==> src/design/midpoint_ellipse_generator_macros.svh <==
// Assertion helpers shared by the ellipse generator modules.
// Both expect signals named clk and arst_n in the module that uses them.
`ifndef MIDPOINT_ELLIPSE_GENERATOR_MACROS_SVH
`define MIDPOINT_ELLIPSE_GENERATOR_MACROS_SVH

// Same-cycle implication.
`define MEG_ASSERT_IMP(lbl, ante, cons, msg) \
	lbl: assert property (@(posedge clk) disable iff (!arst_n) (ante) |-> (cons)) \
		else $error(msg);

// Next-cycle implication.
`define MEG_ASSERT_NXT(lbl, ante, cons, msg) \
	lbl: assert property (@(posedge clk) disable iff (!arst_n) (ante) |=> (cons)) \
		else $error(msg);

`endif

==> src/design/meg_pkg.sv <==
package meg_pkg;

	localparam int CENTER_W        = 10;
	localparam int X_W             = 11;
	localparam int COORD_W         = 12;
	localparam int DEC_W           = 48;
	localparam int CFG_IDX_W       = 2;
	localparam int RADIUS_BITS_DEF = 10;

	localparam int CENTER_X_RST = 320;
	localparam int CENTER_Y_RST = 240;
	localparam int RADIUS_X_RST = 100;
	localparam int RADIUS_Y_RST = 50;

	// Shift amounts applied to an accumulator operand.
	localparam logic [1:0] SH_X1 = 2'd0;
	localparam logic [1:0] SH_X4 = 2'd2;
	localparam logic [1:0] SH_X8 = 2'd3;

	typedef enum logic [CFG_IDX_W-1:0] {
		CFG_CENTER_X,
		CFG_CENTER_Y,
		CFG_RADIUS_X,
		CFG_RADIUS_Y
	} cfg_idx_t;

	typedef enum logic [4:0] {
		ST_IDLE,
		ST_SQ_RX,
		ST_SQ_RY,
		ST_RS_A,
		ST_RS_B,
		ST_RS_C,
		ST_CMP_A,
		ST_CMP_B,
		ST_CMP_C,
		ST_SW_0,
		ST_SW_1,
		ST_SW_2,
		ST_SW_3,
		ST_SW_4,
		ST_SW_5,
		ST_EMIT,
		ST_UPD_1,
		ST_UPD_2
	} state_t;

	typedef enum logic [3:0] {
		MUL_RX,
		MUL_RY,
		MUL_RX2,
		MUL_RY2,
		MUL_PROD,
		MUL_XCUR,
		MUL_XINC,
		MUL_X2P1,
		MUL_YABS,
		MUL_YM1ABS
	} mul_sel_t;

	typedef enum logic [1:0] {
		SRC_PROD,
		SRC_RX2,
		SRC_RY2
	} src_sel_t;

	typedef enum logic [1:0] {
		DEC_HOLD,
		DEC_ADD,
		DEC_SUB,
		DEC_YSIGN
	} dec_op_t;

	typedef struct packed {
		mul_sel_t   mul_a;
		mul_sel_t   mul_b;
		dec_op_t    dec_op;
		src_sel_t   dec_src;
		logic [1:0] dec_shift;
		logic       dec_clr;
		logic       ld_rx2;
		logic       ld_ry2;
		logic       ld_t1;
		logic       snap;
		logic       x_clr;
		logic       x_inc;
		logic       y_ld;
		logic       y_dec;
		logic       out_ld;
		logic       out_last;
	} ctrl_t;

	typedef struct packed {
		logic lt;
		logic y_neg;
		logic y_zero;
		logic dec_neg;
		logic dec_pos;
		logic out_free;
	} stat_t;

	typedef struct packed {
		logic restart;
	} cmd_t;

	typedef struct packed {
		logic signed [COORD_W-1:0] px_pos_pos;
		logic signed [COORD_W-1:0] py_pos_pos;
		logic signed [COORD_W-1:0] px_neg_neg;
		logic signed [COORD_W-1:0] py_neg_neg;
		logic signed [COORD_W-1:0] px_neg_pos;
		logic signed [COORD_W-1:0] py_neg_pos;
		logic signed [COORD_W-1:0] px_pos_neg;
		logic signed [COORD_W-1:0] py_pos_neg;
		logic                      last_point;
	} pixel_t;

endpackage

==> src/design/meg_dp.sv <==
module meg_dp #(
	parameter int RADIUS_BITS = meg_pkg::RADIUS_BITS_DEF
) (
	input  logic                         clk,
	input  logic                         arst_n,
	input  meg_pkg::ctrl_t               ctrl,
	output meg_pkg::stat_t               stat,
	input  logic [meg_pkg::CENTER_W-1:0] center_x,
	input  logic [meg_pkg::CENTER_W-1:0] center_y,
	input  logic [RADIUS_BITS-1:0]       radius_x,
	input  logic [RADIUS_BITS-1:0]       radius_y,
	output logic                         out_valid,
	output meg_pkg::pixel_t              out_data,
	input  logic                         out_ready
);

	localparam int MW     = (2 * RADIUS_BITS > 24) ? 2 * RADIUS_BITS : 24;
	localparam int PW     = 2 * MW;
	localparam int SqW    = 2 * RADIUS_BITS;
	localparam int YW     = RADIUS_BITS + 2;
	localparam int XW     = meg_pkg::X_W;
	localparam int DecW   = meg_pkg::DEC_W;
	localparam int CoordW = meg_pkg::COORD_W;

	logic [PW-1:0]          prod_q;
	logic [PW-1:0]          t1_q;
	logic [SqW-1:0]         rx2_q;
	logic [SqW-1:0]         ry2_q;
	logic [DecW-1:0]        dec_q;
	logic [DecW-1:0]        dec_d;
	logic [XW-1:0]          x_q;
	logic signed [YW-1:0]   y_q;
	logic                   dneg_q;
	logic                   dpos_q;
	logic                   out_valid_q;
	meg_pkg::pixel_t        out_q;

	logic [XW-1:0]          x_inc;
	logic [XW:0]            x_2p1;
	logic signed [YW-1:0]   y_m1;
	logic [YW-1:0]          y_abs;
	logic [YW-1:0]          y_m1_abs;
	logic [MW-1:0]          op_a;
	logic [MW-1:0]          op_b;
	logic [DecW-1:0]        dec_opnd;
	logic [DecW-1:0]        dec_term;
	logic [DecW-1:0]        dec_base;
	meg_pkg::pixel_t        pix;

	assign x_inc    = x_q + XW'(1);
	assign x_2p1    = {x_q, 1'b1};
	assign y_m1     = y_q - YW'(1);
	assign y_abs    = y_q[YW-1] ? YW'(-y_q) : YW'(y_q);
	assign y_m1_abs = y_m1[YW-1] ? YW'(-y_m1) : YW'(y_m1);

	function automatic logic [MW-1:0] pick(
		input meg_pkg::mul_sel_t sel,
		input logic [RADIUS_BITS-1:0] rx,
		input logic [RADIUS_BITS-1:0] ry,
		input logic [SqW-1:0] rx2,
		input logic [SqW-1:0] ry2,
		input logic [PW-1:0] prod,
		input logic [XW-1:0] xc,
		input logic [XW-1:0] xi,
		input logic [XW:0] x2,
		input logic [YW-1:0] ya,
		input logic [YW-1:0] ym
	);
		logic [MW-1:0] v;
		unique case (sel)
			meg_pkg::MUL_RX:     v = MW'(rx);
			meg_pkg::MUL_RY:     v = MW'(ry);
			meg_pkg::MUL_RX2:    v = MW'(rx2);
			meg_pkg::MUL_RY2:    v = MW'(ry2);
			meg_pkg::MUL_PROD:   v = prod[MW-1:0];
			meg_pkg::MUL_XCUR:   v = MW'(xc);
			meg_pkg::MUL_XINC:   v = MW'(xi);
			meg_pkg::MUL_X2P1:   v = MW'(x2);
			meg_pkg::MUL_YABS:   v = MW'(ya);
			meg_pkg::MUL_YM1ABS: v = MW'(ym);
			default:             v = '0;
		endcase
		return v;
	endfunction

	assign op_a = pick(ctrl.mul_a, radius_x, radius_y, rx2_q, ry2_q, prod_q,
		x_q, x_inc, x_2p1, y_abs, y_m1_abs);
	assign op_b = pick(ctrl.mul_b, radius_x, radius_y, rx2_q, ry2_q, prod_q,
		x_q, x_inc, x_2p1, y_abs, y_m1_abs);

	always_comb begin
		unique case (ctrl.dec_src)
			meg_pkg::SRC_PROD: dec_opnd = DecW'(prod_q);
			meg_pkg::SRC_RX2:  dec_opnd = DecW'(rx2_q);
			meg_pkg::SRC_RY2:  dec_opnd = DecW'(ry2_q);
			default:           dec_opnd = '0;
		endcase
		dec_term = dec_opnd << ctrl.dec_shift;
		dec_base = ctrl.dec_clr ? '0 : dec_q;
		unique case (ctrl.dec_op)
			meg_pkg::DEC_HOLD:  dec_d = dec_q;
			meg_pkg::DEC_ADD:   dec_d = dec_base + dec_term;
			meg_pkg::DEC_SUB:   dec_d = dec_base - dec_term;
			meg_pkg::DEC_YSIGN: dec_d = y_q[YW-1] ? dec_base + dec_term : dec_base - dec_term;
			default:            dec_d = dec_q;
		endcase
	end

	always_comb begin
		pix.px_pos_pos = CoordW'(center_x) + CoordW'(x_q);
		pix.py_pos_pos = CoordW'(center_y) + CoordW'(y_q);
		pix.px_neg_neg = CoordW'(center_x) - CoordW'(x_q);
		pix.py_neg_neg = CoordW'(center_y) - CoordW'(y_q);
		pix.px_neg_pos = CoordW'(center_x) - CoordW'(x_q);
		pix.py_neg_pos = CoordW'(center_y) + CoordW'(y_q);
		pix.px_pos_neg = CoordW'(center_x) + CoordW'(x_q);
		pix.py_pos_neg = CoordW'(center_y) - CoordW'(y_q);
		pix.last_point = ctrl.out_last && (y_q == '0);
	end

	// Payload registers.
	always_ff @(posedge clk) begin
		prod_q <= PW'(op_a) * PW'(op_b);
		dec_q  <= dec_d;
		if (ctrl.ld_t1) begin
			t1_q <= prod_q;
		end
		if (ctrl.ld_rx2) begin
			rx2_q <= prod_q[SqW-1:0];
		end
		if (ctrl.ld_ry2) begin
			ry2_q <= prod_q[SqW-1:0];
		end
		if (ctrl.snap) begin
			dneg_q <= dec_q[DecW-1];
			dpos_q <= !dec_q[DecW-1] && (dec_q != '0);
		end
		if (ctrl.x_clr) begin
			x_q <= '0;
		end else if (ctrl.x_inc) begin
			x_q <= x_inc;
		end
		if (ctrl.y_ld) begin
			y_q <= YW'(radius_y);
		end else if (ctrl.y_dec) begin
			y_q <= y_m1;
		end
		if (ctrl.out_ld) begin
			out_q <= pix;
		end
	end

	always_ff @(posedge clk or negedge arst_n) begin
		if (!arst_n) begin
			out_valid_q <= 1'b0;
		end else if (ctrl.out_ld) begin
			out_valid_q <= 1'b1;
		end else if (out_ready) begin
			out_valid_q <= 1'b0;
		end
	end

	assign stat.lt       = !y_q[YW-1] && (y_q != '0) && (prod_q < t1_q);
	assign stat.y_neg    = y_q[YW-1];
	assign stat.y_zero   = (y_q == '0);
	assign stat.dec_neg  = dneg_q;
	assign stat.dec_pos  = dpos_q;
	assign stat.out_free = !out_valid_q || out_ready;

	assign out_valid = out_valid_q;
	assign out_data  = out_q;

endmodule

==> config.mk <==
export PLATFORM = sky130hd
export DESIGN_NAME = meg_dp
export DESIGN_NICKNAME = d
export VERILOG_FILES = /design/src/design/midpoint_ellipse_generator_macros.svh /design/src/design/meg_pkg.sv /design/src/design/meg_dp.sv
export SDC_FILE = /design/constraint.sdc
export NUM_CORES = 2
export LEC_CHECK = 0
export BUFFER_PORTS_ARGS = -buffer_cell sky130_fd_sc_hd__buf_2
export CORE_UTILIZATION = 48
export CTS_BUF_LIST = sky130_fd_sc_hd__clkbuf_4
export DETAILED_ROUTE_END_ITERATION = 10
export PLACE_DENSITY = 0.78
export SYNTH_ARGS = -nofsm -noshare
export SYNTH_HDL_FRONTEND = slang
export SYNTH_SLANG_ARGS = --single-unit
==> constraint.sdc <==
create_clock -name clk -period 9.32 [get_ports clk]
set_input_delay 0.466 -clock clk [delete_from_list [all_inputs] [get_ports clk]]
set_output_delay 0.466 -clock clk [all_outputs]
set_load 0.02 [all_outputs]
---- After elaboration in Yosys (flattened, before gate mapping) ----
Index checks and enable logic that the tools add are counted.
storage, ports and cells
  flip-flop bits (word level) ............. 259
  bits of input ports ..................... 68
  output and inout bits ................... 104
  logic and storage cells ................. 81
cells by class
  add/sub/neg operators ................... 10
  multiply operators ...................... 1
  order comparisons ....................... 1
  equal/unequal tests ..................... 23
  shift-type cells ........................ 1
  multiplexer cells ....................... 12
  reductions and logical operators ........ 17
operators with widths
  kind                                                                  count
  24-bit one-hot mux with 10 select lines                               2
  48-bit one-hot mux with 3 select lines                                2
  48-bit 2-to-1 mux                                                     2
  48-bit adder                                                          1
  48-bit less-than comparator                                           1
  24-bit by 24-bit multiplier with 48-bit output                        1
  48-bit nonzero test                                                   1
  48-bit by 2-bit left shift with 48-bit output                         1
  48-bit subtractor                                                     1
  4-bit by 3-bit == test with 1-bit output, second input constant       8
  12-bit 2-to-1 mux                                                     2
  12-bit negation                                                       2
  10-bit 2-to-1 mux                                                     2
  4-bit by 2-bit == test with 1-bit output, second input constant       4
  4-bit == test, second input constant                                  4
  10-bit by 11-bit adder with 12-bit output                             1
  10-bit by 12-bit adder with 12-bit output                             1
  12-bit logical NOT                                                    1
  12-bit nonzero test                                                   1
  10-bit by 11-bit subtractor with 12-bit output                        1
  10-bit by 12-bit subtractor with 12-bit output                        1
  12-bit by 2-bit subtractor with 12-bit output, second input constant  1
  11-bit by 1-bit adder with 11-bit output, second input constant       1
  4-bit by 1-bit == test with 1-bit output, second input constant       2
  9 further kinds                                                       21

---- Depth between registers and ports, before layout ----
  depth after elaboration ................. 6
  mapped depth ............................ 38
  depth with buffers taken out ............ 36

---- Worst setup path after synthesis ----
OpenSTA, ideal clock, no wires.
  path type ............................... register to register
  start point ............................. register y_q[2]
  end point ............................... register prod_q[46]
  library setup time ...................... 0.072 ns
  arrival time ............................ 9.115 ns
  data required time ...................... 9.248 ns
  path slack .............................. 0.133 ns
  cell stages (with the launch flop) ...... 36
  buffers on the path ..................... 3
  clock period less this slack ............ 9.187 ns
  cell sequence ........................... edfxtp_1 buf_6 or4_4 or3_4 or4_4 nor2_8 xor2_2 nand2_1 xnor2_1 o221ai_1 clkbuf_1 nand2_1 fa_1 inv_1 fa_1 inv_1 fa_1 inv_1 fa_1 fa_1 fa_1 inv_1 fa_1 inv_1 ha_1 clkbuf_1 a21o_1 a211o_1 o32ai_1 nand3_1 a31oi_1 o41ai_1 o211a_1 a41o_1 a21oi_1 xnor2_1
between the ends
  word-level cells in the longest chain between the ends .. 5
  elaborated cells on any way between the ends .. 8
  those cells by class .................... 3 x add/sub; 1 x mul; 4 x mux
RTL lines
  what                                              RTL line       source
  start, declared                                   meg_dp.sv:32   logic signed [YW-1:0] y_q;
  start signal, assigned                            meg_dp.sv:144  y_q <= YW'(radius_y);
  start signal, assigned                            meg_dp.sv:146  y_q <= y_m1;
  12-bit by 2-bit subtractor with 12-bit output     meg_dp.sv:52   assign y_m1 = y_q - YW'(1);
  12-bit negation                                   meg_dp.sv:54   assign y_m1_abs = y_m1[YW-1] ? YW'(-y_m1) : YW'(y_m1);
  12-bit 2-to-1 mux                                 meg_dp.sv:54
  24-bit one-hot mux with 10 select lines           meg_dp.sv:70   unique case (sel)
  24-bit by 24-bit multiplier with 48-bit output *  meg_dp.sv:123  prod_q <= PW'(op_a) * PW'(op_b);
  end signal, assigned                              meg_dp.sv:123
  end, declared                                     meg_dp.sv:25   logic [PW-1:0] prod_q;
Mark *: on every way between the ends. The rest lies on a longest branch, timed or not.
A chain may end at the register's enable or synchronous reset.

---- Worst setup path in the final report ----
  start point ............................. register y_q[3]
  end point ............................... register prod_q[46]
Same word-level chain as after synthesis.

==> flow_summary.json <==
{
  "globalRouteOverflowTotal": 0,
  "design_area_um2": 45300,
  "route.detailed.drc": 0,
  "grt_max_degree": 56,
  "synth_edf_count": 195,
  "cts_made_buffers": 70,
  "hold_viol_final": 0,
  "max-vdd-ir-drop_mv": 0.0795,
  "portBuffers": 171,
  "drtAntennaViolNets": 0,
  "vias": 34396,
  "ios": 172,
  "worstSkewPairLatency_ns": 0.79,
  "crit_type": "reg2reg",
  "antenna_found_initial": 4,
  "place_congestion": 1.01,
  "fin_nets": 5850,
  "max_freq_mhz": 107,
  "h-tree-depth": 3,
  "layout.cells.most_common": "inv_1",
  "worstPathRequired_ns": 9.99,
  "worst_slack_ns": -0.0269,
  "min_period_ns": 9.35,
  "arrival_ns": 10.02,
  "grt_usage": 0.291,
  "leakagePower_nw": 22.1,
  "setup_viol": 1,
  "synth_cell_types": 82,
  "wl_per_cell_um": 20.4,
  "fin_skew_ns": 0.0581,
  "critPathMostFrequentCell": "fa_1",
  "end_kind": "flip-flop",
  "rows": 104,
  "critPathSlowestCell": "fa_1",
  "clockRootBuffer": "clkbuf_4",
  "holdPathStages": 2,
  "grt_pass1_vias": 34472,
  "status": "finished with violations",
  "synth_nets": 5534,
  "syn_to_final_growth_pct": 14.5,
  "grt_pass1_wl_um": 189000,
  "cts.sinks": 257,
  "maxSlewHeadroom": 0.281,
  "period_share": 1.00,
  "drv_cap": 0,
  "r2r_cells": 33,
  "power_w": 0.00623,
  "synth_warnings": 0,
  "path_max_fanout": 8,
  "synthCells": 4619,
  "die_area_um2": 83600,
  "syn_area_um2": 39600,
  "wl_um": 123000,
  "place_hpwl_um": 97500,
  "rsz0062_at_grt": "yes",
  "async_flop_share": 0.00389,
  "start_kind": "flip-flop",
  "failed_checks": "setup timing",
  "initial_utilization": 0.488,
  "firstDrtPassIters": 6,
  "tritoncts": "yes",
  "synth_ff_type": "edfxtp_1",
  "drt-initial-drc-count": 3454,
  "clk_pin_slew_ns": 0.06,
  "worst_pin_slew_ns": 1.08,
  "p_per_area_nw_per_um2": 137,
  "core_area_um2": 81100,
  "place_area_um2": 43300,
  "fp.dieH_um": 289,
  "clockBufferDepth": 3,
  "synth.avg_cell_area_um2": 8.57,
  "vias_per_cell": 5.68,
  "drive_gt1_frac": 0.160,
  "crit_path_max_incr_delay_ns": 0.60,
  "final_cell_mix": "inv_1, nand2_1, fa_1",
  "hp-class": "in2reg",
  "ys_seq_area_frac": 0.179,
  "dieWidth_um": 289,
  "synth-seq-cells": 257,
  "final_max_slew_viol_count": 0
}
[synth_stat cells (16+ instances only)]
master / number / share of area
mux2i_1: 73 / 0.018
clkbuf_1: 173 / 0.016
nand2_1: 633 / 0.060
xor2_1: 29 / 0.0064
buf_2: 26 / 0.0033
o21ai_0: 144 / 0.018
nor2b_1: 77 / 0.012
ha_1: 359 / 0.11
edfxtp_1: 195 / 0.15
inv_1: 845 / 0.080
a21oi_1: 218 / 0.028
o211ai_1: 20 / 0.0038
nor2_1: 252 / 0.024
nor3_1: 52 / 0.0066
nand2b_1: 33 / 0.0052
fa_1: 488 / 0.25
or2_2: 37 / 0.0058
and2_1: 132 / 0.021
o31ai_1: 16 / 0.0030
nand4_1: 26 / 0.0041
a31oi_1: 31 / 0.0049
a211oi_1: 20 / 0.0038
a21o_1: 61 / 0.012
buf_4: 53 / 0.010
nand3_1: 51 / 0.0064
dfxtp_1: 61 / 0.031
a22oi_1: 49 / 0.0093
and3_1: 32 / 0.0051
xnor2_1: 135 / 0.030
nor4_1: 22 / 0.0035
o21bai_1: 30 / 0.0057
[where the power goes]
| part | total (W) | internal, W | switching (W) |
|---|---|---|---|
| sequential | 0.00184 | 0.00159 | 0.000248 |
| clock | 0.00102 | 0.000500 | 0.000522 |
| combinational | 0.00337 | 0.00133 | 0.00204 |
[layout make-up]
cell class	count	area, um2
Timing Repair Buffer	510	4020
Tap cell	1060	1330
Inverter	847	3180
Clock inverter	24	98.8
Sequential cell	257	7100
Multi-Input combinational cell	3249	28800
Clock buffer	101	758
Antenna cell	4	10.0
Fill cell	7061	35700
[cells by family (layout without fill, tap and decap cells)]
| group | Yosys count | after routing | synth area share |
|---|---|---|---|
| compound gates | 751 | 751 | 0.124 |
| other cells | 0 | 4 | 0 |
| mux | 89 | 89 | 0.0236 |
| fa+ha+maj | 847 | 847 | 0.360 |
| buf+inv | 1113 | 1482 | 0.112 |
| simple gates | 1395 | 1395 | 0.163 |
| flops | 257 | 257 | 0.179 |
| xor+xnor | 167 | 167 | 0.0375 |
[metrics by stage]
| stage | utilization | std cells | setup WS, ns | setup TNS, ns | hold WS, ns |
|---|---|---|---|---|---|
| after floorplan | - | 4619 | 0.133 | 0 | 0.170 |
| after global placement | 0.534 | 5884 | -0.167 | -0.376 | 0.252 |
| after detailed placement | 0.534 | 5884 | -0.378 | -1.17 | 0.253 |
| after CTS | 0.547 | 6021 | -0.0164 | -0.0164 | 0.0302 |
| after global routing | 0.559 | 6049 | -0.276 | -1.71 | 0.0846 |
| final | 0.559 | 6052 | -0.0269 | -0.0269 | 0.107 |
[critical path, delay by kind of cell, from the launching register on]
kind                       cells  cell delay (ns)
DFF                            1             0.38
AOI/OAI and AO/OA              9             1.80
adders and majority gates      8             3.75
xor gates and xnor gates       3             0.53
and+or+nand+nor                7             1.97
buffers and inverters          6             0.80
[repair_timing]
| action | in CTS | in global routing |
|---|---|---|
| pin swaps | 14 | 48 |
| gates cloned | 0 | 5 |
| hold buffers | 7 | 0 |
| hold endpoints to repair | 17 | 0 |
| endpoints found under the setup margin | 9 | 17 |
| setup buffers | 5 | 24 |
| gates resized for setup | 23 | 116 |
[registers in the layout, summed over array words and instances, names as in the netlist, 11 cells and up]
signal    cells
ry2_q        20
y_q          12
prod_q       48
x_q          11
t1_q         48
out_data     47
rx2_q        20
dec_q        48
[routing by layer]
layer | track usage | part of all wire
met5 | 0 | 0.00014
met4 | 0.0984 | 0.036
met2 | 0.463 | 0.45
met3 | 0.0627 | 0.10
met1 | 0.393 | 0.41
[final timing paths]
path	startpoint	end	slack [ns]
setup / recovery	y_q[3]$_DFFE_PP_	prod_q[46]$_DFF_P_	-0.03
setup reg to reg	y_q[3]$_DFFE_PP_	prod_q[46]$_DFF_P_	-0.03
max in group asynchronous	arst_n	out_valid$_DFFE_PN0P_	8.63
hold / removal	ctrl[3]	y_q[11]$_SDFFE_PP0P_	0.11
hold reg to reg	prod_q[47]$_DFF_P_	t1_q[47]$_DFFE_PP_	0.49
min in group asynchronous	arst_n	out_valid$_DFFE_PN0P_	0.58
(Power assumes the default switching activity.)
