$ cat src/design/midpoint_ellipse_generator_macros.svh
// Assertion helpers shared by the ellipse generator modules.
// Both expect signals named clk and arst_n in the module that uses them.
`ifndef MIDPOINT_ELLIPSE_GENERATOR_MACROS_SVH
`define MIDPOINT_ELLIPSE_GENERATOR_MACROS_SVH

// Same-cycle implication.
`define MEG_ASSERT_IMP(lbl, ante, cons, msg) \
	lbl: assert property (@(posedge clk) disable iff (!arst_n) (ante) |-> (cons)) \
		else $error(msg);

// Next-cycle implication.
`define MEG_ASSERT_NXT(lbl, ante, cons, msg) \
	lbl: assert property (@(posedge clk) disable iff (!arst_n) (ante) |=> (cons)) \
		else $error(msg);

`endif

$ cat src/design/meg_pkg.sv
package meg_pkg;

	localparam int CENTER_W        = 10;
	localparam int X_W             = 11;
	localparam int COORD_W         = 12;
	localparam int DEC_W           = 48;
	localparam int CFG_IDX_W       = 2;
	localparam int RADIUS_BITS_DEF = 10;

	localparam int CENTER_X_RST = 320;
	localparam int CENTER_Y_RST = 240;
	localparam int RADIUS_X_RST = 100;
	localparam int RADIUS_Y_RST = 50;

	// Shift amounts applied to an accumulator operand.
	localparam logic [1:0] SH_X1 = 2'd0;
	localparam logic [1:0] SH_X4 = 2'd2;
	localparam logic [1:0] SH_X8 = 2'd3;

	typedef enum logic [CFG_IDX_W-1:0] {
		CFG_CENTER_X,
		CFG_CENTER_Y,
		CFG_RADIUS_X,
		CFG_RADIUS_Y
	} cfg_idx_t;

	typedef enum logic [4:0] {
		ST_IDLE,
		ST_SQ_RX,
		ST_SQ_RY,
		ST_RS_A,
		ST_RS_B,
		ST_RS_C,
		ST_CMP_A,
		ST_CMP_B,
		ST_CMP_C,
		ST_SW_0,
		ST_SW_1,
		ST_SW_2,
		ST_SW_3,
		ST_SW_4,
		ST_SW_5,
		ST_EMIT,
		ST_UPD_1,
		ST_UPD_2
	} state_t;

	typedef enum logic [3:0] {
		MUL_RX,
		MUL_RY,
		MUL_RX2,
		MUL_RY2,
		MUL_PROD,
		MUL_XCUR,
		MUL_XINC,
		MUL_X2P1,
		MUL_YABS,
		MUL_YM1ABS
	} mul_sel_t;

	typedef enum logic [1:0] {
		SRC_PROD,
		SRC_RX2,
		SRC_RY2
	} src_sel_t;

	typedef enum logic [1:0] {
		DEC_HOLD,
		DEC_ADD,
		DEC_SUB,
		DEC_YSIGN
	} dec_op_t;

	typedef struct packed {
		mul_sel_t   mul_a;
		mul_sel_t   mul_b;
		dec_op_t    dec_op;
		src_sel_t   dec_src;
		logic [1:0] dec_shift;
		logic       dec_clr;
		logic       ld_rx2;
		logic       ld_ry2;
		logic       ld_t1;
		logic       snap;
		logic       x_clr;
		logic       x_inc;
		logic       y_ld;
		logic       y_dec;
		logic       out_ld;
		logic       out_last;
	} ctrl_t;

	typedef struct packed {
		logic lt;
		logic y_neg;
		logic y_zero;
		logic dec_neg;
		logic dec_pos;
		logic out_free;
	} stat_t;

	typedef struct packed {
		logic restart;
	} cmd_t;

	typedef struct packed {
		logic signed [COORD_W-1:0] px_pos_pos;
		logic signed [COORD_W-1:0] py_pos_pos;
		logic signed [COORD_W-1:0] px_neg_neg;
		logic signed [COORD_W-1:0] py_neg_neg;
		logic signed [COORD_W-1:0] px_neg_pos;
		logic signed [COORD_W-1:0] py_neg_pos;
		logic signed [COORD_W-1:0] px_pos_neg;
		logic signed [COORD_W-1:0] py_pos_neg;
		logic                      last_point;
	} pixel_t;

endpackage

$ cat src/design/meg_seq.sv
`include "midpoint_ellipse_generator_macros.svh"

module meg_seq (
	input  logic           clk,
	input  logic           arst_n,
	input  logic           cmd_valid,
	input  logic           cmd_restart,
	output logic           cmd_ready,
	input  meg_pkg::stat_t stat,
	output meg_pkg::ctrl_t ctrl
);

	meg_pkg::state_t state_q;
	meg_pkg::state_t state_d;
	logic            rst_q;
	logic            active_q;
	logic            r2_q;
	logic            act_set;
	logic            act_clr;
	logic            r2_set;
	logic            r2_clr;
	logic            accept;

	assign accept = cmd_valid && cmd_ready;

	always_comb begin
		state_d = state_q;
		unique case (state_q)
			meg_pkg::ST_IDLE: begin
				if (accept && (cmd_restart || active_q)) begin
					state_d = meg_pkg::ST_SQ_RX;
				end
			end
			meg_pkg::ST_SQ_RX: state_d = meg_pkg::ST_SQ_RY;
			meg_pkg::ST_SQ_RY: state_d = rst_q ? meg_pkg::ST_RS_A : meg_pkg::ST_CMP_A;
			meg_pkg::ST_RS_A:  state_d = meg_pkg::ST_RS_B;
			meg_pkg::ST_RS_B:  state_d = meg_pkg::ST_RS_C;
			meg_pkg::ST_RS_C:  state_d = meg_pkg::ST_IDLE;
			meg_pkg::ST_CMP_A: state_d = meg_pkg::ST_CMP_B;
			meg_pkg::ST_CMP_B: state_d = meg_pkg::ST_CMP_C;
			meg_pkg::ST_CMP_C: begin
				priority if (!r2_q && !stat.lt) begin
					state_d = stat.y_neg ? meg_pkg::ST_IDLE : meg_pkg::ST_SW_0;
				end else if (r2_q && stat.y_neg) begin
					state_d = meg_pkg::ST_IDLE;
				end else begin
					state_d = meg_pkg::ST_EMIT;
				end
			end
			meg_pkg::ST_SW_0:  state_d = meg_pkg::ST_SW_1;
			meg_pkg::ST_SW_1:  state_d = meg_pkg::ST_SW_2;
			meg_pkg::ST_SW_2:  state_d = meg_pkg::ST_SW_3;
			meg_pkg::ST_SW_3:  state_d = meg_pkg::ST_SW_4;
			meg_pkg::ST_SW_4:  state_d = meg_pkg::ST_SW_5;
			meg_pkg::ST_SW_5:  state_d = meg_pkg::ST_EMIT;
			meg_pkg::ST_EMIT: begin
				if (stat.out_free) begin
					state_d = meg_pkg::ST_UPD_1;
				end
			end
			meg_pkg::ST_UPD_1: begin
				if (r2_q) begin
					state_d = stat.dec_pos ? meg_pkg::ST_IDLE : meg_pkg::ST_UPD_2;
				end else begin
					state_d = stat.dec_neg ? meg_pkg::ST_IDLE : meg_pkg::ST_UPD_2;
				end
			end
			meg_pkg::ST_UPD_2: state_d = meg_pkg::ST_IDLE;
			default:           state_d = meg_pkg::ST_IDLE;
		endcase
	end

	always_comb begin
		ctrl          = '0;
		ctrl.out_last = r2_q;
		cmd_ready     = 1'b0;
		act_set       = 1'b0;
		act_clr       = 1'b0;
		r2_set        = 1'b0;
		r2_clr        = 1'b0;
		unique case (state_q)
			meg_pkg::ST_IDLE: cmd_ready = 1'b1;
			meg_pkg::ST_SQ_RX: begin
				ctrl.mul_a = meg_pkg::MUL_RX;
				ctrl.mul_b = meg_pkg::MUL_RX;
			end
			meg_pkg::ST_SQ_RY: begin
				ctrl.ld_rx2 = 1'b1;
				ctrl.mul_a  = meg_pkg::MUL_RY;
				ctrl.mul_b  = meg_pkg::MUL_RY;
			end
			meg_pkg::ST_RS_A: begin
				ctrl.ld_ry2  = 1'b1;
				ctrl.mul_a   = meg_pkg::MUL_RX2;
				ctrl.mul_b   = meg_pkg::MUL_RY;
				ctrl.dec_clr = 1'b1;
				ctrl.dec_op  = meg_pkg::DEC_ADD;
				ctrl.dec_src = meg_pkg::SRC_RX2;
			end
			meg_pkg::ST_RS_B: begin
				ctrl.dec_op    = meg_pkg::DEC_SUB;
				ctrl.dec_src   = meg_pkg::SRC_PROD;
				ctrl.dec_shift = meg_pkg::SH_X4;
			end
			meg_pkg::ST_RS_C: begin
				ctrl.dec_op    = meg_pkg::DEC_ADD;
				ctrl.dec_src   = meg_pkg::SRC_RY2;
				ctrl.dec_shift = meg_pkg::SH_X4;
				ctrl.x_clr     = 1'b1;
				ctrl.y_ld      = 1'b1;
				act_set        = 1'b1;
				r2_clr         = 1'b1;
			end
			meg_pkg::ST_CMP_A: begin
				ctrl.ld_ry2 = 1'b1;
				ctrl.mul_a  = meg_pkg::MUL_RX2;
				ctrl.mul_b  = meg_pkg::MUL_YABS;
			end
			meg_pkg::ST_CMP_B: begin
				ctrl.ld_t1 = 1'b1;
				ctrl.mul_a = meg_pkg::MUL_RY2;
				ctrl.mul_b = meg_pkg::MUL_XCUR;
			end
			meg_pkg::ST_CMP_C: begin
				if (!r2_q && !stat.lt) begin
					r2_set = 1'b1;
				end
				if ((r2_q || !stat.lt) && stat.y_neg) begin
					act_clr = 1'b1;
				end
			end
			meg_pkg::ST_SW_0: begin
				ctrl.mul_a = meg_pkg::MUL_RX2;
				ctrl.mul_b = meg_pkg::MUL_RY2;
			end
			meg_pkg::ST_SW_1: begin
				ctrl.dec_clr   = 1'b1;
				ctrl.dec_op    = meg_pkg::DEC_SUB;
				ctrl.dec_src   = meg_pkg::SRC_PROD;
				ctrl.dec_shift = meg_pkg::SH_X4;
				ctrl.mul_a     = meg_pkg::MUL_X2P1;
				ctrl.mul_b     = meg_pkg::MUL_X2P1;
			end
			meg_pkg::ST_SW_2: begin
				ctrl.mul_a = meg_pkg::MUL_PROD;
				ctrl.mul_b = meg_pkg::MUL_RY2;
			end
			meg_pkg::ST_SW_3: begin
				ctrl.dec_op    = meg_pkg::DEC_ADD;
				ctrl.dec_src   = meg_pkg::SRC_PROD;
				ctrl.dec_shift = meg_pkg::SH_X1;
				ctrl.mul_a     = meg_pkg::MUL_YM1ABS;
				ctrl.mul_b     = meg_pkg::MUL_YM1ABS;
			end
			meg_pkg::ST_SW_4: begin
				ctrl.mul_a = meg_pkg::MUL_PROD;
				ctrl.mul_b = meg_pkg::MUL_RX2;
			end
			meg_pkg::ST_SW_5: begin
				ctrl.dec_op    = meg_pkg::DEC_ADD;
				ctrl.dec_src   = meg_pkg::SRC_PROD;
				ctrl.dec_shift = meg_pkg::SH_X4;
			end
			meg_pkg::ST_EMIT: begin
				if (stat.out_free) begin
					ctrl.out_ld    = 1'b1;
					ctrl.snap      = 1'b1;
					ctrl.dec_op    = meg_pkg::DEC_ADD;
					ctrl.dec_shift = meg_pkg::SH_X4;
					if (r2_q) begin
						ctrl.mul_a   = meg_pkg::MUL_RX2;
						ctrl.mul_b   = meg_pkg::MUL_YM1ABS;
						ctrl.dec_src = meg_pkg::SRC_RX2;
						ctrl.y_dec   = 1'b1;
					end else begin
						ctrl.mul_a   = meg_pkg::MUL_RY2;
						ctrl.mul_b   = meg_pkg::MUL_XINC;
						ctrl.dec_src = meg_pkg::SRC_RY2;
						ctrl.x_inc   = 1'b1;
					end
				end
			end
			meg_pkg::ST_UPD_1: begin
				ctrl.dec_src   = meg_pkg::SRC_PROD;
				ctrl.dec_shift = meg_pkg::SH_X8;
				if (r2_q) begin
					ctrl.dec_op = meg_pkg::DEC_YSIGN;
					if (!stat.dec_pos) begin
						ctrl.mul_a = meg_pkg::MUL_RY2;
						ctrl.mul_b = meg_pkg::MUL_XINC;
						ctrl.x_inc = 1'b1;
					end
					if (stat.y_neg) begin
						act_clr = 1'b1;
					end
				end else begin
					ctrl.dec_op = meg_pkg::DEC_ADD;
					if (!stat.dec_neg) begin
						ctrl.mul_a = meg_pkg::MUL_RX2;
						ctrl.mul_b = meg_pkg::MUL_YM1ABS;
						ctrl.y_dec = 1'b1;
					end
				end
			end
			meg_pkg::ST_UPD_2: begin
				ctrl.dec_src   = meg_pkg::SRC_PROD;
				ctrl.dec_shift = meg_pkg::SH_X8;
				ctrl.dec_op    = r2_q ? meg_pkg::DEC_ADD : meg_pkg::DEC_YSIGN;
			end
			default: ctrl = '0;
		endcase
	end

	always_ff @(posedge clk or negedge arst_n) begin
		if (!arst_n) begin
			state_q  <= meg_pkg::ST_IDLE;
			rst_q    <= 1'b0;
			active_q <= 1'b0;
			r2_q     <= 1'b0;
		end else begin
			state_q <= state_d;
			if (accept) begin
				rst_q <= cmd_restart;
			end
			if (act_set) begin
				active_q <= 1'b1;
			end else if (act_clr) begin
				active_q <= 1'b0;
			end
			if (r2_set) begin
				r2_q <= 1'b1;
			end else if (r2_clr) begin
				r2_q <= 1'b0;
			end
		end
	end

	`MEG_ASSERT_IMP(a_emit_active, ctrl.out_ld, active_q, "point emitted with no ellipse active")
	`MEG_ASSERT_IMP(a_r2_clear, $fell(r2_q), $past(state_q == meg_pkg::ST_RS_C), "region two left outside a restart")
	`MEG_ASSERT_IMP(a_active_set, $rose(active_q), $past(state_q == meg_pkg::ST_RS_C), "ellipse started outside a restart")
	`MEG_ASSERT_NXT(a_stall_hold, state_q == meg_pkg::ST_EMIT && !stat.out_free, state_q == meg_pkg::ST_EMIT, "point lost while output stalled")

endmodule

$ cat config.mk
export PLATFORM = sky130hd
export DESIGN_NAME = meg_seq
export DESIGN_NICKNAME = d
export VERILOG_FILES = /design/src/design/meg_pkg.sv /design/src/design/meg_seq.sv
export VERILOG_INCLUDE_DIRS = /design/src /design/src/design
export SDC_FILE = /design/constraint.sdc
export NUM_CORES = 1
export LEC_CHECK = 0
export ABC_CLOCK_PERIOD_IN_PS = 2000
export BUFFER_PORTS_ARGS = -buffer_cell sky130_fd_sc_hd__buf_4
export CORE_MARGIN = 2
export CORE_UTILIZATION = 40
export CTS_BUF_LIST = sky130_fd_sc_hd__clkbuf_4 sky130_fd_sc_hd__clkbuf_8
export DETAILED_ROUTE_END_ITERATION = 8
export PLACE_DENSITY = 0.65
export SYNTH_ARGS = -nofsm -noshare
export SYNTH_HDL_FRONTEND = slang
export SYNTH_SLANG_ARGS = --single-unit
$ cat constraint.sdc
create_clock -name clk -period 2 [get_ports clk]
set_clock_uncertainty 0.1 [all_clocks]
set_input_delay 0 -clock clk [delete_from_list [all_inputs] [get_ports clk]]
set_output_delay 0 -clock clk [all_outputs]
set_load 0.005 [all_outputs]
# Yosys cells after proc, flatten, opt, wreduce, memory -nomap -nowiden
# Cells that the tools add are included.
[word_totals] regBits=8 inputBits=10 out_inout_bits=26 wordCells=93
[classes] n_eq_ne=19 n_mux=50 reduce_logical=20
[ops] operator="8-bit case mux with 11 select lines" count=1
[ops] operator="5-bit case mux with 16 select lines" count=1
[ops] operator="5-bit by 4-bit equality test with 1-bit output, second input constant" count=8
[ops] operator="5-bit 2-to-1 mux" count=6
[ops] operator="4-bit case mux with 7 select lines" count=1
[ops] operator="1-bit 2-to-1 mux" count=26
[ops] operator="5-bit by 3-bit equality test with 1-bit output, second input constant" count=4
[ops] operator="18-bit OR reduction" count=1
[ops] operator="14-bit 2-to-1 mux" count=1
[ops] operator="4-bit 2-to-1 mux" count=3
[ops] operator="6-bit 2-to-1 mux" count=2
[ops] operator="5-bit by 2-bit equality test with 1-bit output, second input constant" count=2
[ops] operator="5-bit equality test, second input constant" count=2
[ops] operator="10-bit 2-to-1 mux" count=1
[ops] operator="2-bit OR reduction" count=5
[ops] operator="2-bit 2-to-1 mux" count=3
[ops] operator="1-bit case mux with 2 select lines" count=3
[ops] operator="2-bit case mux with 3 select lines" count=1
[ops] operator="5-bit by 1-bit equality test with 1-bit output, second input constant" count=1
[ops] operator="1-bit logical AND" count=5
[ops] operator="5-bit zero test" count=1
[ops] operator="2-bit inequality test, second input constant" count=2
[ops] operator="2-bit nonzero test" count=2
[ops] operator="4-bit OR reduction" count=1
[ops] operator="other kinds (4)" count=6

# Longest topological paths before layout
[depth] word_depth=7 depth_mapped=6 depth_no_buf=5

# Worst setup path after synthesis
# Ideal clock, no wire load.
[synth_timing] kind="register to register" startpoint="reg state_q[2]" endpoint="reg rst_q" setup_time_ps=125 t_arrival_ps=1324 t_required_ps=1775 path_slack_ps=451 path_stages_with_launch=5 n_path_buf=0 period_less_slack_ps=1549 cell_sequence="dfrtp_1 > or3_4 > nor3_4 > nand2_1 > mux2_4"
[synth_between] elab_chain_len=3
[synth_lines] element="start: declaration" line="meg_seq.sv:13" source="meg_pkg::state_t state_q;"
[synth_lines] element="start signal: assignment" line="meg_seq.sv:216" source="state_q <= meg_pkg::ST_IDLE;"
[synth_lines] element="start signal: assignment" line="meg_seq.sv:221" source="state_q <= state_d;"
[synth_lines] element="5-bit zero test" line="meg_seq.sv:81" source="unique case (state_q)"
[synth_lines] element="1-bit 2-to-1 mux" line="meg_seq.sv:81"
[synth_lines] element="via cmd_ready" line="meg_seq.sv:8" source="output logic cmd_ready,"
[synth_lines] element="1-bit logical AND" line="meg_seq.sv:24" source="assign accept = cmd_valid && cmd_ready;"
[synth_lines] element="end signal: assignment" line="meg_seq.sv:223" source="rst_q <= cmd_restart;"
[synth_lines] element="end: declaration" line="meg_seq.sv:15" source="logic rst_q;"
# The timed path passes the listed nets, and every way through them passes these cells.
# A chain may end at the register's enable or synchronous reset.

==> flow_metrics.env <==
export IMPL_clock_path_buffers=2
export IMPL_h_tree_depth=1
export IMPL_synth_top_flop_cell="dfrtp_1"
export IMPL_synthDistinctLibCells=43
export IMPL_hold_path_class="input pin to register"
export IMPL_worst_slew_pin_slew_ns=0.355
export IMPL_nFillCells=232
export IMPL_rr_worst_depth=5
export IMPL_vias=1174
export IMPL_crit_path_cell_trace="buf_4, nor2b_1, a21oi_1, a2bb2oi_1, o21ai_0, buf_4"
export IMPL_antenna_cells=0
export IMPL_postSynth_asyncResetShare=1.00
export IMPL_yosysWarnings=0
export IMPL_drv_cap=0
export IMPL_ant_nets=0
export IMPL_wl_um=2850
export IMPL_clkTransAtPathRegs_ns=0.05
export IMPL_seq_area_frac_synth=0.198
export IMPL_max_vdd_ir_drop_mv=0.997
export IMPL_whs_path_depth=3
export IMPL_track_usage=0.221
export IMPL_avgSynthCellArea_sq_um=6.99
export IMPL_path_common_cell="buf_4"
export IMPL_clk_latency_ns=0.25
export IMPL_synth_top_area_frac=0.198
export IMPL_syn_num_nets=155
export IMPL_powerDensity_nw_per_um2=1540
export IMPL_synth_edf_count=0
export IMPL_fp_dieH_um=54.3
export IMPL_dr_pass1_iters=4
export IMPL_die_area_sq_um=2950
export IMPL_io_pins=36
export IMPL_min_period_ns=1.90
export IMPL_post_synth_top_count_cell="o21ai_0"
export IMPL_syn_area_sq_um=1010
export IMPL_antenna_found_initial=0
export IMPL_place_port_buffers=34
export IMPL_yosys_top_cells_count="o21ai_0 (16), nand2_1 (15), buf_2 (10)"
export IMPL_grt_setup_unrepaired="no"
export IMPL_status="complete, no violations"
export IMPL_grt_max_degree=19
export IMPL_ys_ff_latch=8
export IMPL_root_buffer="clkbuf_4"
export IMPL_post_cts_buffers=0
export IMPL_place_congestion=0.799
export IMPL_rows=18
export IMPL_drv_slew=0
export IMPL_grt_pass1_vias=1031
export IMPL_synth_area_leaders="dfrtp_1 (20%), o21ai_0 (7.9%), nand2_1 (5.6%), buf_2 (4.9%), nand2b_1 (4.9%)"
export IMPL_cp_data_required_time_ns=1.90
export IMPL_cp_slowest_cell="dfrtp_1"
export IMPL_chipWidth_um=54.3
export IMPL_hold_violations=0
export IMPL_yosys_area_top_type="dfrtp_1"
export IMPL_fin_crit_sh=0.949
export IMPL_grt_first_pass_wirelength_um=4750
export IMPL_core_area_sq_um=2430
export IMPL_drtIter0Drc=31
export IMPL_layout_drive_gt1_share=0.320
export IMPL_setup_ws_ns=0.102
export IMPL_drc=0
export IMPL_cts_tree="built"
export IMPL_critPathKind="register to output pin"
export IMPL_area_delta_synth_final_pct=37.9
export IMPL_cpPeakStageDelay_ns=0.45
export IMPL_power_leakage_nw=0.646
export IMPL_cts_buffers=3
export IMPL_vias_per_cell=5.56
export IMPL_start_util=0.417
export IMPL_cts_sinks=8
export IMPL_syn_inst=145
export IMPL_fmax_mhz=527
export IMPL_dp_hpwl_um=2250
export IMPL_pre_cts_slack_ns=0.284
export IMPL_cp_max_fo=12
export IMPL_nets=193
export IMPL_arrival_ns=1.80
export IMPL_final_util=0.575
export IMPL_wl_per_cell_um=13.5
export IMPL_endpoint_kind="output pin"
export IMPL_overflow=0
export IMPL_setup_violations=0
export IMPL_slew_headroom=0.763
export IMPL_r2r_slack_ns=0.32
export IMPL_start_kind="register"
export IMPL_totalNegativeSetupSlack_ns=0
==> stage by stage <==
stage	power, mW	instances	instance area, sq um	hold slack [ns]
floorplan	1.38	145	1010	-0.396
global placement	1.97	203	1300	-0.279
detailed placement	2.00	203	1300	-0.279
CTS	2.13	211	1380	0.00182
global route	2.37	211	1400	0.0249
finish	2.15	211	1400	0.00639
==> what timing repair did <==
item,in CTS,in global routing
resized for setup,0,8
endpoints found under the setup margin,0,9
endpoints found under the hold margin,12,0
hold buffers,5,0
==> cells by family (layout without fill, tap and decap cells) <==
kind of cell           count (synthesis)  count (layout)  synth area share
multiplexers                           3               3            0.0346
buffers and inverters                 21              57             0.105
flip-flops                             8               8             0.198
XOR/XNOR                               4               4            0.0346
AO/OA/AOI/OAI                         45              45             0.285
AND/OR/NAND/NOR                       64              64             0.343
==> worst paths after layout <==
check	to	from
worst max-delay path	ctrl[21]	state_q[1]$_DFFE_PN0P_
worst min-delay path	rst_q$_DFFE_PN0P_	cmd_valid
worst max register to register	state_q[2]$_DFFE_PN0P_	state_q[1]$_DFFE_PN0P_
worst min register to register	active_q$_DFFE_PN0P_	active_q$_DFFE_PN0P_
max in group asynchronous	state_q[2]$_DFFE_PN0P_	arst_n
min in group asynchronous	active_q$_DFFE_PN0P_	arst_n
==> area by class of cell <==
cell class / instances / area [sq um] / area share
flip-flops and latches: 8 / 206 / 0.148
multi-input cells: 116 / 723 / 0.517
repair buffers: 48 / 385 / 0.276
inverters: 6 / 22.5 / 0.0161
clock buffers: 3 / 22.5 / 0.0161
well taps: 30 / 37.5 / 0.0269
==> worst max-delay path: cells and delay by family, from the launching register on <==
kind | cells | cell delay, ns
compound gates | 3 | 0.40
buf+inv | 2 | 0.36
flops | 1 | 0.45
simple gates | 1 | 0.34
==> flip-flops by register name (all words and copies together), names as in the netlist <==
signal	count
r2_q	1
state_q	5
active_q	1
rst_q	1
==> power breakdown <==
group	switching (mW)	internal, mW	leakage, nW
clock	0.0505	0.0684	0.0138
sequential	0.154	0.239	0.0902
combinational	0.791	0.850	0.541
==> layout by cell type, fill, tap and decap left out, types with 2 or more instances in the layout <==
master	n
buf_4	42
o21ai_0	16
nand2_1	15
nor2_1	9
nor2b_1	8
nand2b_1	8
a21oi_1	8
nor3_1	7
inv_1	6
dlygate4sd3_1	5
dfrtp_2	5
a31oi_1	4
xnor2_1	3
and2_1	3
dfrtp_1	3
clkbuf_4	3
nand3_1	2
nor3b_1	2
mux2i_1	2
a211o_1	2
==> per-layer routing <==
layer,global-route usage,wire (um),vias to the layer above
met1,0.297,1250,542
met2,0.367,1400,39
met5,0,0,-
met4,0.0417,14,0
li1,-,-,591
met3,0.0437,183,2
Power figures use the tool's default switching activity.
